[config.mk]
export PLATFORM = sky130hd
export DESIGN_NAME = ps2_mouse_cursor_tracker_flat
export DESIGN_NICKNAME = d
export VERILOG_FILES = /design/src/rtl/psmct_pkg.sv /design/src/rtl/psmct_byte_if.sv /design/src/rtl/psmct_cursor_if.sv /design/src/rtl/psmct_cfg_if.sv /design/src/rtl/psmct_cfg_regs.sv /design/src/rtl/psmct_input_stage.sv /design/src/rtl/psmct_packet_core.sv /design/src/rtl/ps2_mouse_cursor_tracker.sv /design/src/flat_wrapper.sv
export SDC_FILE = /design/constraint.sdc
export NUM_CORES = 1
export LEC_CHECK = 0
export BUFFER_PORTS_ARGS = -buffer_cell sky130_fd_sc_hd__buf_2
export CORE_UTILIZATION = 58
export DETAILED_ROUTE_END_ITERATION = 10
export GPL_TIMING_DRIVEN = 0
export PLACE_DENSITY = 0.77
export SKIP_LAST_GASP = 1
export SLEW_MARGIN = 20
export SYNTH_ARGS = -nofsm -noshare
export SYNTH_HDL_FRONTEND = slang
export SYNTH_HIERARCHICAL = 1
export SYNTH_SLANG_ARGS = --single-unit
export TNS_END_PERCENT = 50
[constraint.sdc]
create_clock -name clk -period 6.2 [get_ports clk]
set_input_delay 0.62 -clock clk [delete_from_list [all_inputs] [get_ports clk]]
set_output_delay 0.62 -clock clk [all_outputs]
set_load 0.1 [all_outputs]
[src/rtl/psmct_pkg.sv]
// shared constants and types for the ps/2 mouse cursor tracker
package psmct_pkg;

  localparam int COORD_BITS = 10;
  localparam int SIZE_BITS  = 11;
  localparam int OUT_BITS   = 10;
  localparam int BYTE_BITS  = 8;
  localparam int CFG_INDEX_BITS = 2;
  // signed working width for position arithmetic and size compares
  localparam int CALC_W = ((COORD_BITS > SIZE_BITS) ? COORD_BITS : SIZE_BITS) + 2;

  localparam logic [CFG_INDEX_BITS-1:0] REG_SCREEN_WIDTH  = 2'd0;
  localparam logic [CFG_INDEX_BITS-1:0] REG_SCREEN_HEIGHT = 2'd1;

  localparam logic [SIZE_BITS-1:0] WIDTH_RESET  = 11'd320;
  localparam logic [SIZE_BITS-1:0] HEIGHT_RESET = 11'd200;

  // flags byte bit positions
  localparam int FIRST_MARK_BIT = 3;
  localparam int X_SIGN_BIT     = 4;
  localparam int Y_SIGN_BIT     = 5;
  localparam int X_OVF_BIT      = 6;
  localparam int Y_OVF_BIT      = 7;

  localparam logic [CALC_W-1:0] OVF_EXTRA = CALC_W'(255);

  typedef struct packed {
    logic [SIZE_BITS-1:0] width;
    logic [SIZE_BITS-1:0] height;
  } screen_size_t;

  typedef struct packed {
    logic                 valid;
    logic [BYTE_BITS-1:0] data;
  } byte_stage_t;

endpackage

[src/rtl/psmct_byte_if.sv]
// handshake channel for mouse bytes
interface psmct_byte_if;
  import psmct_pkg::*;
  logic                 valid;
  logic                 ready;
  logic [BYTE_BITS-1:0] data_byte;
  modport source (output valid, output data_byte, input ready);
  modport sink (input valid, input data_byte, output ready);
endinterface

[src/rtl/psmct_cursor_if.sv]
// result channel carrying the clamped cursor position
interface psmct_cursor_if;
  import psmct_pkg::*;
  logic                valid;
  logic                ready;
  logic [OUT_BITS-1:0] cursor_x;
  logic [OUT_BITS-1:0] cursor_y;
  modport source (output valid, output cursor_x, output cursor_y, input ready);
  modport sink (input valid, input cursor_x, input cursor_y, output ready);
endinterface

[src/rtl/psmct_cfg_if.sv]
// register write channel
interface psmct_cfg_if;
  import psmct_pkg::*;
  logic                      valid;
  logic                      ready;
  logic [CFG_INDEX_BITS-1:0] index;
  logic [SIZE_BITS-1:0]      data;
  modport source (output valid, output index, output data, input ready);
  modport sink (input valid, input index, input data, output ready);
endinterface

[src/rtl/psmct_cfg_regs.sv]
// screen size registers
module psmct_cfg_regs
  import psmct_pkg::*;
(
  input  logic          clk,
  input  logic          rst,
  psmct_cfg_if.sink     cfg,
  output screen_size_t  size
);

  assign cfg.ready = 1'b1;

  always_ff @(posedge clk) begin
    if (rst) begin
      size.width  <= WIDTH_RESET;
      size.height <= HEIGHT_RESET;
    end else if (cfg.valid) begin
      case (cfg.index)
        REG_SCREEN_WIDTH:  size.width  <= cfg.data;
        REG_SCREEN_HEIGHT: size.height <= cfg.data;
        default: ;
      endcase
    end
  end

endmodule

[src/rtl/psmct_input_stage.sv]
// input register for incoming mouse bytes
module psmct_input_stage
  import psmct_pkg::*;
(
  input  logic          clk,
  input  logic          rst,
  psmct_byte_if.sink    byte_in,
  input  logic          take,
  output byte_stage_t   stage
);

  assign byte_in.ready = !stage.valid || take;

  always_ff @(posedge clk) begin
    if (rst) begin
      stage.valid <= 1'b0;
    end else if (byte_in.ready) begin
      stage.valid <= byte_in.valid;
    end
    if (byte_in.ready && byte_in.valid) begin
      stage.data <= byte_in.data_byte;
    end
  end

endmodule

[src/rtl/psmct_packet_core.sv]
// packet assembly, cursor update, clamping and result register
module psmct_packet_core
  import psmct_pkg::*;
(
  input  logic            clk,
  input  logic            rst,
  input  byte_stage_t     stage,
  input  screen_size_t    size,
  output logic            take,
  psmct_cursor_if.source  cursor_out
);

  typedef enum logic [1:0] {
    PH_FIRST  = 2'd0,
    PH_SECOND = 2'd1,
    PH_THIRD  = 2'd2
  } phase_t;

  localparam logic [CALC_W-1:0] SIZE_MIN = CALC_W'(2);
  localparam logic [CALC_W-1:0] SIZE_TOP = CALC_W'(1) << COORD_BITS;

  phase_t                 phase;
  logic [BYTE_BITS-1:0]   flags_byte;
  logic [BYTE_BITS-1:0]   x_delta_byte;
  logic [COORD_BITS-1:0]  pos_x;
  logic [COORD_BITS-1:0]  pos_y;
  logic [COORD_BITS-1:0]  pos_x_next;
  logic [COORD_BITS-1:0]  pos_y_next;
  logic                   out_valid;
  logic                   out_free;
  logic                   third;

  function automatic logic [CALC_W-1:0] magnitude(input logic [BYTE_BITS-1:0] b,
                                                  input logic neg, input logic ovf);
    logic [BYTE_BITS-1:0] m8;
    logic [CALC_W-1:0]    m;
    m8 = neg ? BYTE_BITS'(0 - b) : b;
    m  = CALC_W'(m8);
    if (ovf) m = m + OVF_EXTRA;
    return m;
  endfunction

  function automatic logic [CALC_W-1:0] eff_size(input logic [SIZE_BITS-1:0] r);
    logic [CALC_W-1:0] s;
    s = CALC_W'(r);
    if (s < SIZE_MIN) s = SIZE_MIN;
    else if (s > SIZE_TOP) s = SIZE_TOP;
    return s;
  endfunction

  function automatic logic [COORD_BITS-1:0] clamp_axis(input logic signed [CALC_W-1:0] p,
                                                       input logic [CALC_W-1:0] s);
    logic signed [CALC_W-1:0] q;
    q = p;
    if (q < 0) q = '0;
    if (q > $signed(s - CALC_W'(1))) q = $signed(s - CALC_W'(2));
    return q[COORD_BITS-1:0];
  endfunction

  // third byte completes a packet and needs the result slot
  assign out_free = !out_valid || cursor_out.ready;
  assign third    = (phase == PH_THIRD);
  assign take     = stage.valid && (!third || out_free);

  always_comb begin
    logic signed [CALC_W-1:0] x;
    logic signed [CALC_W-1:0] y;
    logic [CALC_W-1:0]        mx;
    logic [CALC_W-1:0]        my;
    mx = magnitude(x_delta_byte, flags_byte[X_SIGN_BIT], flags_byte[X_OVF_BIT]);
    my = magnitude(stage.data, flags_byte[Y_SIGN_BIT], flags_byte[Y_OVF_BIT]);
    x  = $signed(CALC_W'(pos_x));
    y  = $signed(CALC_W'(pos_y));
    if (flags_byte[X_SIGN_BIT]) x = x - $signed(mx);
    else x = x + $signed(mx);
    // screen y grows downward
    if (flags_byte[Y_SIGN_BIT]) y = y + $signed(my);
    else y = y - $signed(my);
    pos_x_next = clamp_axis(x, eff_size(size.width));
    pos_y_next = clamp_axis(y, eff_size(size.height));
  end

  assign cursor_out.valid    = out_valid;

  always_ff @(posedge clk) begin
    logic [CALC_W-1:0] wide_x;
    logic [CALC_W-1:0] wide_y;
    wide_x = CALC_W'(pos_x_next);
    wide_y = CALC_W'(pos_y_next);
    if (rst) begin
      phase        <= PH_FIRST;
      flags_byte   <= '0;
      x_delta_byte <= '0;
      pos_x        <= '0;
      pos_y        <= '0;
      out_valid    <= 1'b0;
    end else begin
      out_valid <= (out_valid && !cursor_out.ready) || (take && third);
      if (take) begin
        case (phase)
          PH_SECOND: begin
            x_delta_byte <= stage.data;
            phase        <= PH_THIRD;
          end
          PH_THIRD: begin
            phase               <= PH_FIRST;
            pos_x               <= pos_x_next;
            pos_y               <= pos_y_next;
            cursor_out.cursor_x <= wide_x[OUT_BITS-1:0];
            cursor_out.cursor_y <= wide_y[OUT_BITS-1:0];
          end
          default: begin
            // only a byte with the mark bit starts a packet
            if (stage.data[FIRST_MARK_BIT]) begin
              flags_byte <= stage.data;
              phase      <= PH_SECOND;
            end
          end
        endcase
      end
    end
  end

endmodule

[src/rtl/ps2_mouse_cursor_tracker.sv]
// top level of the ps/2 mouse cursor tracker
//
//   channel     dir  handshake      payload
//   byte_in     in   valid/ready    data_byte[7:0]
//   cursor_out  out  valid/ready    cursor_x[9:0], cursor_y[9:0]
//   cfg         in   valid/ready    index[1:0], data[10:0] (0 width, 1 height)
//
// one byte per cycle is accepted while byte_in does not stall; a result is valid after
// the third byte of a packet is accepted (input register, then result register).
// the single result register sets the rate: while it is full and not taken,
// a third byte waits in the input register and byte_in stalls behind it.
// reset (rst, synchronous) clears the cursor to 0,0, waits for a first byte
// and loads the sizes 320 by 200; cfg is always ready.
module ps2_mouse_cursor_tracker
  import psmct_pkg::*;
(
  input  logic            clk,
  input  logic            rst,
  psmct_byte_if.sink      byte_in,
  psmct_cursor_if.source  cursor_out,
  psmct_cfg_if.sink       cfg
);

  screen_size_t size;
  byte_stage_t  stage;
  logic         take;

  psmct_cfg_regs u_cfg_regs (
    .clk  (clk),
    .rst  (rst),
    .cfg  (cfg),
    .size (size)
  );

  psmct_input_stage u_input_stage (
    .clk     (clk),
    .rst     (rst),
    .byte_in (byte_in),
    .take    (take),
    .stage   (stage)
  );

  psmct_packet_core u_packet_core (
    .clk        (clk),
    .rst        (rst),
    .stage      (stage),
    .size       (size),
    .take       (take),
    .cursor_out (cursor_out)
  );

endmodule
[src/flat_wrapper.sv]
// flat-port wrapper written by rule: the top's interface ports become plain ports
module ps2_mouse_cursor_tracker_flat import psmct_pkg::*;
  (clk, rst, byte_in_valid, byte_in_data_byte, byte_in_ready, cursor_out_valid, cursor_out_cursor_x, cursor_out_cursor_y, cursor_out_ready, cfg_valid, cfg_index, cfg_data, cfg_ready);
  psmct_byte_if byte_in_i ();
  psmct_cursor_if cursor_out_i ();
  psmct_cfg_if cfg_i ();
  input  logic clk;
  input  logic rst;
  input wire logic [$bits(byte_in_i.valid)-1:0] byte_in_valid;
  input wire logic [$bits(byte_in_i.data_byte)-1:0] byte_in_data_byte;
  output wire logic [$bits(byte_in_i.ready)-1:0] byte_in_ready;
  output wire logic [$bits(cursor_out_i.valid)-1:0] cursor_out_valid;
  output wire logic [$bits(cursor_out_i.cursor_x)-1:0] cursor_out_cursor_x;
  output wire logic [$bits(cursor_out_i.cursor_y)-1:0] cursor_out_cursor_y;
  input wire logic [$bits(cursor_out_i.ready)-1:0] cursor_out_ready;
  input wire logic [$bits(cfg_i.valid)-1:0] cfg_valid;
  input wire logic [$bits(cfg_i.index)-1:0] cfg_index;
  input wire logic [$bits(cfg_i.data)-1:0] cfg_data;
  output wire logic [$bits(cfg_i.ready)-1:0] cfg_ready;
  assign byte_in_i.valid = byte_in_valid;
  assign byte_in_i.data_byte = byte_in_data_byte;
  assign byte_in_ready = byte_in_i.ready;
  assign cursor_out_valid = cursor_out_i.valid;
  assign cursor_out_cursor_x = cursor_out_i.cursor_x;
  assign cursor_out_cursor_y = cursor_out_i.cursor_y;
  assign cursor_out_i.ready = cursor_out_ready;
  assign cfg_i.valid = cfg_valid;
  assign cfg_i.index = cfg_index;
  assign cfg_i.data = cfg_data;
  assign cfg_ready = cfg_i.ready;
  ps2_mouse_cursor_tracker u_core (.clk(clk), .rst(rst), .byte_in(byte_in_i), .cursor_out(cursor_out_i), .cfg(cfg_i));
endmodule
==> results of run 1 <==
==> routing by layer <==
| layer | GRT usage (%) | vias up |
|---|---|---|
| li1 | - | 3546 |
| met1 | 41.8 | 3369 |
| met2 | 47.6 | 261 |
| met3 | 5.14 | 36 |
| met4 | 8.09 | 0 |
| met5 | 0 | - |
==> cell type report <==
class	count	area, um^2
multi-input cells	755	5380
fillers	1127	4270
flip-flops and latches	86	2000
repair buffers	48	263
clock buffers	10	229
inverters	58	218
well taps	172	215
plain buffers	39	186
clock inverters	6	67.6
==> per-stage QoR <==
| step | std cells | hold slack, ns | power [mW] |
|---|---|---|---|
| 2_1_floorplan | 939 | 0.445 | 0.897 |
| 3_5_place_dp | 1159 | 0.464 | 0.983 |
| 6_report | 1174 | 0.445 | 1.55 |
| 3_3_place_gp | 1158 | 0.457 | 0.979 |
| 5_1_grt | 1174 | 0.431 | 1.62 |
| 4_1_cts | 1175 | 0.436 | 1.54 |
==> power by group through the flow <==
stage	Clock, mW	Combinational, mW	Sequential [mW]
after floorplan	0	0.270	0.627
after global placement	0	0.350	0.629
after detailed placement	0	0.354	0.629
after CTS	0.565	0.359	0.616
after global routing	0.589	0.409	0.619
final	0.561	0.369	0.617
==> synthesized netlist by cell type (25+ instances only) <==
library cell | count | area (um^2)
nor2_1 | 95 | 357
ha_1 | 77 | 963
dfxtp_1 | 58 | 1160
nand2_1 | 58 | 218
inv_1 | 57 | 214
a21oi_1 | 49 | 245
o21ai_0 | 42 | 210
mux2i_1 | 37 | 370
nand3_1 | 36 | 180
nand2b_1 | 33 | 206
edfxtp_1 | 28 | 841
nor3_1 | 27 | 135
xnor2_1 | 27 | 236
clkbuf_1 | 25 | 93.8
==> repair_timing <==
action / in CTS / in global routing
pin swaps: 0 / 1
resized for setup: 1 / 16
setup endpoints to repair: 3 / 40
endpoints found under the hold margin: 0 / 0
==> how the worst max path moves through the flow <==
stage / startpoint / to / slack (ns) / cells past startpoint
after global placement: u_core/u_packet_core/flags_byte[5] / u_core/u_packet_core/cursor_out.cursor_y[2] / -0.07 / 21
after detailed placement: u_core/u_packet_core/flags_byte[5] / u_core/u_packet_core/cursor_out.cursor_y[2] / -0.04 / 21
after CTS: u_core/u_packet_core/flags_byte[4] / u_core/u_packet_core/cursor_out.cursor_x[6] / 0.04 / 21
after floorplan: u_core/u_input_stage/stage[2] / u_core/u_packet_core/cursor_out.cursor_y[2] / 1.11 / 23
after global routing: u_core/u_packet_core/flags_byte[5] / u_core/u_packet_core/cursor_out.cursor_y[6] / -0.009 / 19
final: u_core/u_input_stage/stage[0] / u_core/u_packet_core/cursor_out.cursor_y[4] / 0.33 / 23
==> logic make-up (layout without fill, tap and decap cells) <==
logic type / Yosys count / in the layout / share of synthesized area, %
DFF: 86 / 86 / 25.9
xor gates and xnor gates: 51 / 51 / 5.77
AOI/OAI and AO/OA: 236 / 236 / 21.1
and+or+nand+nor: 342 / 342 / 22.7
adders and majority gates: 81 / 81 / 13.5
buffers and inverters: 98 / 161 / 5.18
muxes: 44 / 44 / 5.84
other: 1 / 1 / 0.0485
==> flip-flops by register name, summed over array words and instances (netlist names) <==
name	count
u_core/u_packet_core/phase	2
u_core/u_packet_core/cursor_out.cursor_y	10
u_core/u_packet_core/cursor_out.cursor_x	10
u_core/u_cfg_regs/size	22
u_core/u_input_stage/stage	9
u_core/u_packet_core/cursor_out.valid	1
u_core/u_packet_core/flags_byte	4
u_core/u_packet_core/pos_x	10
u_core/u_packet_core/pos_y	10
u_core/u_packet_core/x_delta_byte	8
==> results_dict.tcl, run 1 <==
set metrics [dict create \
    finalSetupTns_ns 0 \
    worst-slew-pin-transition_ns 0.784 \
    antenna_found_initial 0 \
    final.period_utilization_pct 94.7 \
    max_slew_margin_pct 47.7 \
    clk_pin_slew_ns 0.07 \
    critical_path.max_fanout 7 \
    rows 41 \
    wl_met3_um 1280 \
    wl_um 20400 \
    powerDensity_mw_per_mm2 181 \
    vias_per_cell 6.14 \
    grt_pass1_vias 6643 \
    synth.distinct_cells 84 \
    p_clk_share_pct 36.3 \
    ff2ff_setup_slack_ns 0.33 \
    dr.pass1.iters 6 \
    fp.dieH_um 117 \
    clock_skew_ns 0.00674 \
    dr.max_layer_used "met4" \
    drive_gt1_share_pct 11.8 \
    num_io_pins 49 \
    cts_hold_buffers 0 \
    finalWorstSetupSlack_ns 0.329 \
    critPathArrivalTime_ns 5.98 \
    root_buffer "clkbuf_16" \
    vias 7212 \
    crit_path_end_kind "flip-flop" \
    initial_core_util_pct 60.3 \
    hold_start "byte_in_data_byte[7]" \
    dp_hpwl_um 15500 \
    clk_path_buf_depth 2 \
    slew_violations 0 \
    switching_share_pct 31.6 \
    netlist_area_mm2 0.00773 \
    hp-class "in2reg" \
    post_cts_buffers 0 \
    ir_drop_mv 0.127 \
    hold_depth 1 \
    required_ns 6.31 \
    critical_path.top_delay_family "simple AND/OR/NAND/NOR gates" \
    place_area_mm2 0.00821 \
    hold_viol 0 \
    crit_top_cell "ha_1" \
    wl_per_cell_um 17.3 \
    drtIter0Drc 686 \
    maxCapViolCount 0 \
    period_minus_slack_ns 5.87 \
    most-common-layout-cells "nor2_1 (95), ha_1 (77), dfxtp_1 (58), nand2_1 (58), inv_1 (57)" \
    drc 0 \
    hold_end "u_core/u_input_stage/stage[7]" \
    grt_use_total_pct 29.9 \
    path_class "reg2reg" \
    dp_slack_ns -0.0383 \
    crit_buf_inv 2 \
    cts_tree "done" \
    die_w_um 117 \
    nNetsFinal 1104 \
    postSynthCellCount 939 \
    slowest_stage "or4_1" \
    fmaxAchievable_ghz 0.170 \
    power_switching_mw 0.490 \
    async_reset_ff_share_pct 0 \
    finalSetupViolations 0 \
    wl_met1_um 9560 \
    p_leak_nw 3.60 \
    routed-wl-met2_um 9100 \
    path_cells "inv_1, ha_1, nor2b_1, nand3b_1, o31ai_1, o21ai_0, inv_1, nand3_1, xor2_1, ha_1, nor2_1, and3_1, or4_1, and3_1, o21a_1, ha_1, and4_1, nand3_1, a211oi_1, o31a_1, o21ai_1, nand2_1, mux2_2" \
    syn_area_per_cell_um2 8.24 \
    ys_seq_elements 86 \
    cp-start-kind "flip-flop" \
    final_common_cell "nor2_1" \
    synth_flop_cell "dfxtp_1" \
    clk_latency_ns 0.35 \
    reg2reg_depth 23 \
    place_congestion 0.934 \
    seq_power_share_pct 39.9 \
    htreeDepth 3 \
    clock-sinks 86 \
    antenna_cells 0 \
    yosys_warnings 6 \
    fin_area_mm2 0.00856 \
    r2r-start "u_core/u_input_stage/stage[0]" \
    combPwrFrac_pct 23.9 \
    grt_max_degree 19 \
    grt_pass1_wl_um 33200 \
    dieArea_mm2 0.0138 \
    synth_nets 1046 \
    ys_seq_area_share_pct 25.9 \
    p_int_mw 1.06 \
    core_area_mm2 0.0128 \
    status "complete, no violations" \
    critPathMaxStageDelay_ns 0.50 \
    synth_edf_count 28 \
    regToRegEndpoint "u_core/u_packet_core/cursor_out.cursor_y[4]" \
    numCtsBuffers 9 \
    post-route-util_pct 66.7 \
    overflow 0 \
    area_growth_pct 10.6 \
    port_buffers 47 \
    ant_nets 0 \
]
Power figures use the tool's default switching activity.
==> run 2: changes to the inputs <==
--- a/config.mk
+++ b/config.mk
@@ -14,6 +14,5 @@
 export SLEW_MARGIN = 20
 export SYNTH_ARGS = -nofsm -noshare
 export SYNTH_HDL_FRONTEND = slang
-export SYNTH_HIERARCHICAL = 1
 export SYNTH_SLANG_ARGS = --single-unit
 export TNS_END_PERCENT = 50
==> results_dict.tcl, run 2 <==
set metrics [dict create \
    clock_skew_ns 0.0104 \
    reg2reg_depth 24 \
    r2r-start "u_core.u_packet_core.flags_byte[4]" \
    path_cells "clkbuf_1, clkbuf_1, o21ai_0, a222oi_1, xor2_1, buf_4, inv_1, ha_1, o21ai_0, a211oi_2, o221a_2, a21o_1, nand2_1, inv_1, ha_1, a211oi_1, o21bai_1, a21o_1, a221o_1, a21oi_1, mux2_2, buf_6, buf_2, o21ba_2" \
    synth.distinct_cells 76 \
    grt_pass1_wl_um 31300 \
    grt_use_total_pct 30.6 \
    routed-wl-met2_um 8240 \
    ir_drop_mv 0.198 \
    powerDensity_mw_per_mm2 179 \
    place_congestion 0.965 \
    grt_max_degree 29 \
    yosys-top-cells-area "dfxtp_1 (16%), ha_1 (13%), edfxtp_1 (11%), nand2_1 (6.2%), a21oi_1 (5.0%)" \
    dieArea_mm2 0.0132 \
    worst-slew-pin-transition_ns 0.962 \
    cp-start-kind "flip-flop" \
    final.period_utilization_pct 94.7 \
    dp_hpwl_um 14900 \
    synthXorXnorAreaFrac_pct 6.62 \
    fmaxAchievable_ghz 0.170 \
    clk_path_buf_depth 2 \
    critPathMaxStageDelay_ns 0.44 \
    htreeDepth 3 \
    async_reset_ff_share_pct 0 \
    nNetsFinal 1106 \
    wl_met1_um 9080 \
    synth_compound_area_share_pct 20.0 \
    synthMuxAreaShare_pct 3.73 \
    ys_seq_area_share_pct 27.0 \
    synth_nets 1046 \
    yosys_warnings 0 \
    grt_pass1_vias 6165 \
    critical_path.max_fanout 10 \
    period_minus_slack_ns 5.87 \
    num-fill-cells 1084 \
    area_growth_pct 11.8 \
    multi_input_area_mm2 0.00504 \
    critPathArrivalTime_ns 5.98 \
    fp.dieH_um 115 \
    hold_viol 0 \
    wl_per_cell_um 16.4 \
    core_area_mm2 0.0122 \
    die_w_um 115 \
    top_register "u_core.u_cfg_regs.size" \
    slew_violations 0 \
    rsz0062_at_grt "yes" \
    synth_commonest_cells "nand2_1 (123), nor2_1 (79), ha_1 (78), a21oi_1 (74), inv_1 (69)" \
    rows 40 \
    synth_flop_cell "dfxtp_1" \
    finalSetupViolations 0 \
    yosysMostFrequentCell "nand2_1" \
    finalSetupTns_ns 0 \
    place_area_mm2 0.00786 \
    hold_depth 1 \
    crit_path_end_kind "flip-flop" \
    wl_met3_um 1610 \
    startpoint "u_core.u_packet_core.flags_byte[4]" \
    slowest_stage "clkbuf_1" \
    synth_top_family_by_area "simple AND/OR/NAND/NOR gates" \
    initial_core_util_pct 60.7 \
    required_ns 6.30 \
    antenna_found_initial 0 \
    overflow 0 \
    maxCapViolCount 0 \
    drtIter0Drc 579 \
    seq_area_mm2 0.00200 \
    wl_um 19200 \
    root_buffer "clkbuf_16" \
    vias_per_cell 5.85 \
    hp-class "in2reg" \
    clk_pin_slew_ns 0.07 \
    hold_end "u_core.u_input_stage.stage[7]" \
    num_io_pins 49 \
    dr.pass1.iters 5 \
    yosysTopAreaCellShare_pct 15.7 \
    cts_tree "done" \
    hold_start "byte_in_data_byte[7]" \
    numCtsBuffers 9 \
    yosys.area.top_type "dfxtp_1" \
    most-common-layout-cells "nand2_1 (123), nor2_1 (79), ha_1 (78)" \
    vias 6854 \
    regToRegEndpoint "u_core.u_packet_core.cursor_out.cursor_x[9]" \
    antenna_cells 0 \
    status "complete, no violations" \
    synth-simple-area-share_pct 22.1 \
    synth_edf_count 28 \
    dr.max_layer_used "met4" \
    netlist_area_mm2 0.00741 \
    largest_reg_flops 22 \
    clk_latency_ns 0.36 \
    postSynthCellCount 938 \
    synthAdderAreaFrac_pct 14.2 \
    path_class "reg2reg" \
    syn_area_per_cell_um2 7.90 \
    fin_area_mm2 0.00829 \
    p_leak_nw 3.63 \
    max_slew_margin_pct 35.5 \
    ff2ff_setup_slack_ns 0.33 \
    drc 0 \
    clock-sinks 86 \
    ys_seq_elements 86 \
    ant_nets 0 \
    final_common_cell "nand2_1" \
    drive_gt1_share_pct 11.8 \
    port_buffers 47 \
]
-- run 2: critical path, delay by kind of cell, from the launching register on --
family / cells / cell delay, ns
compound gates: 12 / 2.73
xor+xnor: 1 / 0.18
simple gates: 1 / 0.15
fa+ha+maj: 2 / 0.54
flops: 1 / 0.31
mux: 1 / 0.36
buf+inv: 7 / 1.35
-- run 2: through the flow --
stage	worst slack (ns)	cells	hold WS (ns)	total power, mW	utilization, %
5_1_grt	-0.100	1171	0.428	1.54	67.9
4_1_cts	0.0389	1169	0.428	1.47	67.0
2_1_floorplan	0.596	938	0.445	0.839	-
6_report	0.326	1171	0.433	1.48	67.9
3_3_place_gp	-0.741	1153	0.460	0.912	64.4
3_5_place_dp	-0.883	1153	0.466	0.914	64.4
-- run 2: layer usage --
metal | GRT usage (%) | vias to the layer above
met5 | 0 | -
met4 | 9.44 | 0
met3 | 4.53 | 22
met2 | 46.0 | 257
met1 | 45.0 | 3146
li1 | - | 3429
-- run 2: final cells by class --
| cell class | instances | area share (%) |
|---|---|---|
| buffer | 44 | 2.43 |
| clock buffer | 9 | 2.72 |
| clock inverter | 7 | 0.966 |
| inverter | 70 | 3.17 |
| multi-input combinational | 736 | 60.8 |
| sequential | 86 | 24.1 |
| tap | 168 | 2.54 |
| timing repair buffer | 51 | 3.20 |
-- run 2: report_power, final --
part	internal (mW)	total, mW	switching (mW)
sequential	0.595	0.609	0.0149
combinational	0.124	0.312	0.188
clock	0.317	0.563	0.245
-- run 2: how the worst max path moves through the flow --
| stage | to | slack, ns | depth (start not counted) |
|---|---|---|---|
| 2_1_floorplan | u_core.u_packet_core.cursor_out.cursor_y[7] | 0.60 | 28 |
| 3_3_place_gp | u_core.u_packet_core.pos_y[2] | -0.74 | 28 |
| 3_5_place_dp | u_core.u_packet_core.cursor_out.cursor_y[7] | -0.88 | 28 |
| 4_1_cts | u_core.u_packet_core.cursor_out.cursor_y[7] | 0.04 | 27 |
| 5_1_grt | u_core.u_packet_core.cursor_out.cursor_y[7] | -0.10 | 27 |
| 6_report | u_core.u_packet_core.cursor_out.cursor_x[9] | 0.33 | 24 |
-- run 2: kinds of logic (layout without fill, tap and decap cells) --
family | Yosys count | after routing
adders and majority gates | 82 | 82
muxes | 25 | 25
AOI/OAI and AO/OA | 228 | 228
buffers and inverters | 116 | 181
and+or+nand+nor | 344 | 344
xor gates and xnor gates | 56 | 56
DFF | 86 | 86
other | 1 | 1
-- run 2: timing repair --
action / in CTS / in global routing
pin swaps: 0 / 3
hold buffers: 0 / 0
endpoints found under the setup margin: 18 / 39
resized for setup: 4 / 22
setup buffers: 1 / 3
==> run 3: changes to the inputs <==
--- a/config.mk
+++ b/config.mk
@@ -7,8 +7,10 @@
 export LEC_CHECK = 0
 export BUFFER_PORTS_ARGS = -buffer_cell sky130_fd_sc_hd__buf_2
 export CORE_UTILIZATION = 58
+export CTS_CLUSTER_SIZE = 8
 export DETAILED_ROUTE_END_ITERATION = 10
 export GPL_TIMING_DRIVEN = 0
+export HOLD_SLACK_MARGIN = 0.1
 export PLACE_DENSITY = 0.77
 export SKIP_LAST_GASP = 1
 export SLEW_MARGIN = 20
==> constraint.sdc (replaced) <==
create_clock -name clk -period 6.55 [get_ports clk]
set_input_delay 0.655 -clock clk [delete_from_list [all_inputs] [get_ports clk]]
set_output_delay 0.655 -clock clk [all_outputs]
set_load 0.1 [all_outputs]
==> results_dict.tcl, run 3 (synthesized netlist as in run 2, its figures left out) <==
set metrics [dict create \
    hp-class "in2reg" \
    switching_share_pct 30.2 \
    p_int_mw 0.978 \
    fmaxAchievable_ghz 0.164 \
    path_class "reg2reg" \
    drive_gt1_share_pct 11.0 \
    crit_path_end_kind "flip-flop" \
    cts_hold_buffers 0 \
    hold_viol 0 \
    dieArea_mm2 0.0132 \
    antenna_found_initial 0 \
    dr.pass1.iters 5 \
    post-route-util_pct 67.4 \
    seq_power_share_pct 41.2 \
    period_minus_slack_ns 6.11 \
    p_clk_share_pct 38.0 \
    max_slew_margin_pct 36.8 \
    clk_latency_ns 0.36 \
    rsz0062_at_grt "yes" \
    required_ns 6.65 \
    vias_per_cell 5.85 \
    port_buffers 47 \
    slew_violations 0 \
    clock_skew_ns 0.00888 \
    p_leak_nw 3.63 \
    most-common-layout-cells "nand2_1 (123), nor2_1 (79), ha_1 (78)" \
    power_mw 1.40 \
    root_buffer "clkbuf_16" \
    final_cell_count_no_fill 1171 \
    final_common_cell "nand2_1" \
    numCtsBuffers 9 \
    wl_um 19200 \
    cts_tree "done" \
    place_congestion 0.965 \
    ant_nets 0 \
    top_register "u_core.u_cfg_regs.size" \
    maxCapViolCount 0 \
    worst-slew-pin-transition_ns 0.942 \
    num-fill-cells 1104 \
    die_w_um 115 \
    drtIter0Drc 574 \
    power_switching_mw 0.423 \
    dp_hpwl_um 14900 \
    path_cells "clkbuf_1, clkbuf_1, clkbuf_2, o21ai_0, a222oi_1, xor2_1, inv_1, ha_1, o21ai_0, a211oi_1, o221a_2, a21o_1, nand2_1, inv_1, ha_1, a211oi_1, o21bai_1, a21o_1, a221o_1, a21oi_1, mux2_2, buf_6, buf_2, o21ba_2" \
    multi_input_area_mm2 0.00499 \
    wl_per_cell_um 16.4 \
    rows 40 \
    num_io_pins 49 \
    clk_path_buf_depth 2 \
    clock-sinks 86 \
    seq_area_mm2 0.00200 \
    critical_path.max_fanout 10 \
    vias 6852 \
    overflow 0 \
    clk_pin_slew_ns 0.07 \
    largest_reg_flops 22 \
    status "complete, no violations" \
    core_area_mm2 0.0122 \
    grt_pass1_vias 6169 \
    final.period_utilization_pct 93.3 \
    grt_pass1_wl_um 31300 \
    grt_use_total_pct 30.6 \
    antenna_cells 0 \
    htreeDepth 3 \
    fp.dieH_um 115 \
    area_growth_pct 11.0 \
    grt_max_degree 29 \
    combPwrFrac_pct 20.9 \
    cp-start-kind "flip-flop" \
    nNetsFinal 1106 \
    initial_core_util_pct 60.7 \
    slowest_stage "clkbuf_1" \
    critPathArrivalTime_ns 6.22 \
    finalSetupViolations 0 \
    dp.cells 1153 \
    powerDensity_mw_per_mm2 170 \
    drc 0 \
    ir_drop_mv 0.187 \
    critPathMaxStageDelay_ns 0.40 \
]
[run 3: cell count changes in the layout (fill, tap and decap cells not counted), moves of 2 or more]
cell	before	now
a21oi_2	2	0
a21oi_1	72	74
mux2i_1	16	18
mux2i_4	2	0
[run 3: metrics by stage]
step | instance area [um^2] | setup TNS (ns) | setup WS [ns] | hold WS, ns
after floorplan | 7410 | 0 | 0.946 | 0.445
after global placement | 7860 | -4.24 | -0.391 | 0.460
after detailed placement | 7860 | -6.72 | -0.533 | 0.466
after CTS | 8180 | 0 | 0.0869 | 0.463
after global routing | 8230 | -0.120 | -0.0898 | 0.463
final | 8230 | 0 | 0.438 | 0.470
[run 3: layout make-up]
class,instances,share of cell area [%]
multi-input combinational,736,60.7
clock buffer,9,2.74
inverter,70,3.19
sequential,86,24.3
clock inverter,7,0.973
timing repair buffer,50,3.13
buffer,45,2.42
tap,168,2.55
[run 3: final timing paths]
path / end / slack, ns / startpoint / cells past startpoint
max: u_core.u_packet_core.cursor_out.cursor_x[9] / 0.44 / u_core.u_packet_core.flags_byte[4] / 24
min: u_core.u_input_stage.stage[7] / 0.47 / byte_in_data_byte[7] / 1
max reg2reg: u_core.u_packet_core.cursor_out.cursor_x[9] / 0.44 / u_core.u_packet_core.flags_byte[4] / 24
min reg2reg: u_core.u_packet_core.x_delta_byte[7] / 0.48 / u_core.u_packet_core.x_delta_byte[7] / 2
[run 3: worst max-delay path, delay by kind of cell (launching register included)]
family / cells / cell delay [ns]
muxes: 1 / 0.36
buffers and inverters: 7 / 1.53
xor gates and xnor gates: 1 / 0.32
DFF: 1 / 0.31
adders and majority gates: 2 / 0.57
AOI/OAI and AO/OA: 12 / 2.64
and+or+nand+nor: 1 / 0.15
[run 3: power by group through the flow]
stage	logic [mW]	clock network [mW]	registers, mW
floorplan	0.210	0	0.584
global placement	0.276	0	0.588
detailed placement	0.278	0	0.588
CTS	0.283	0.535	0.576
global route	0.322	0.557	0.577
finish	0.292	0.532	0.576
[run 3: repair_timing]
action                                  CTS  global route
pin swaps                                 0             0
buffers inserted                          0             3
endpoints found under the setup margin   18            21
resized for setup                         4            10
[run 3: routing by layer]
| metal | global-route usage [%] | share of wire, % |
|---|---|---|
| met1 | 44.9 | 48 |
| met2 | 46.0 | 43 |
| met4 | 9.52 | 1.9 |
| met5 | 0 | 0 |
| met3 | 4.69 | 7.3 |
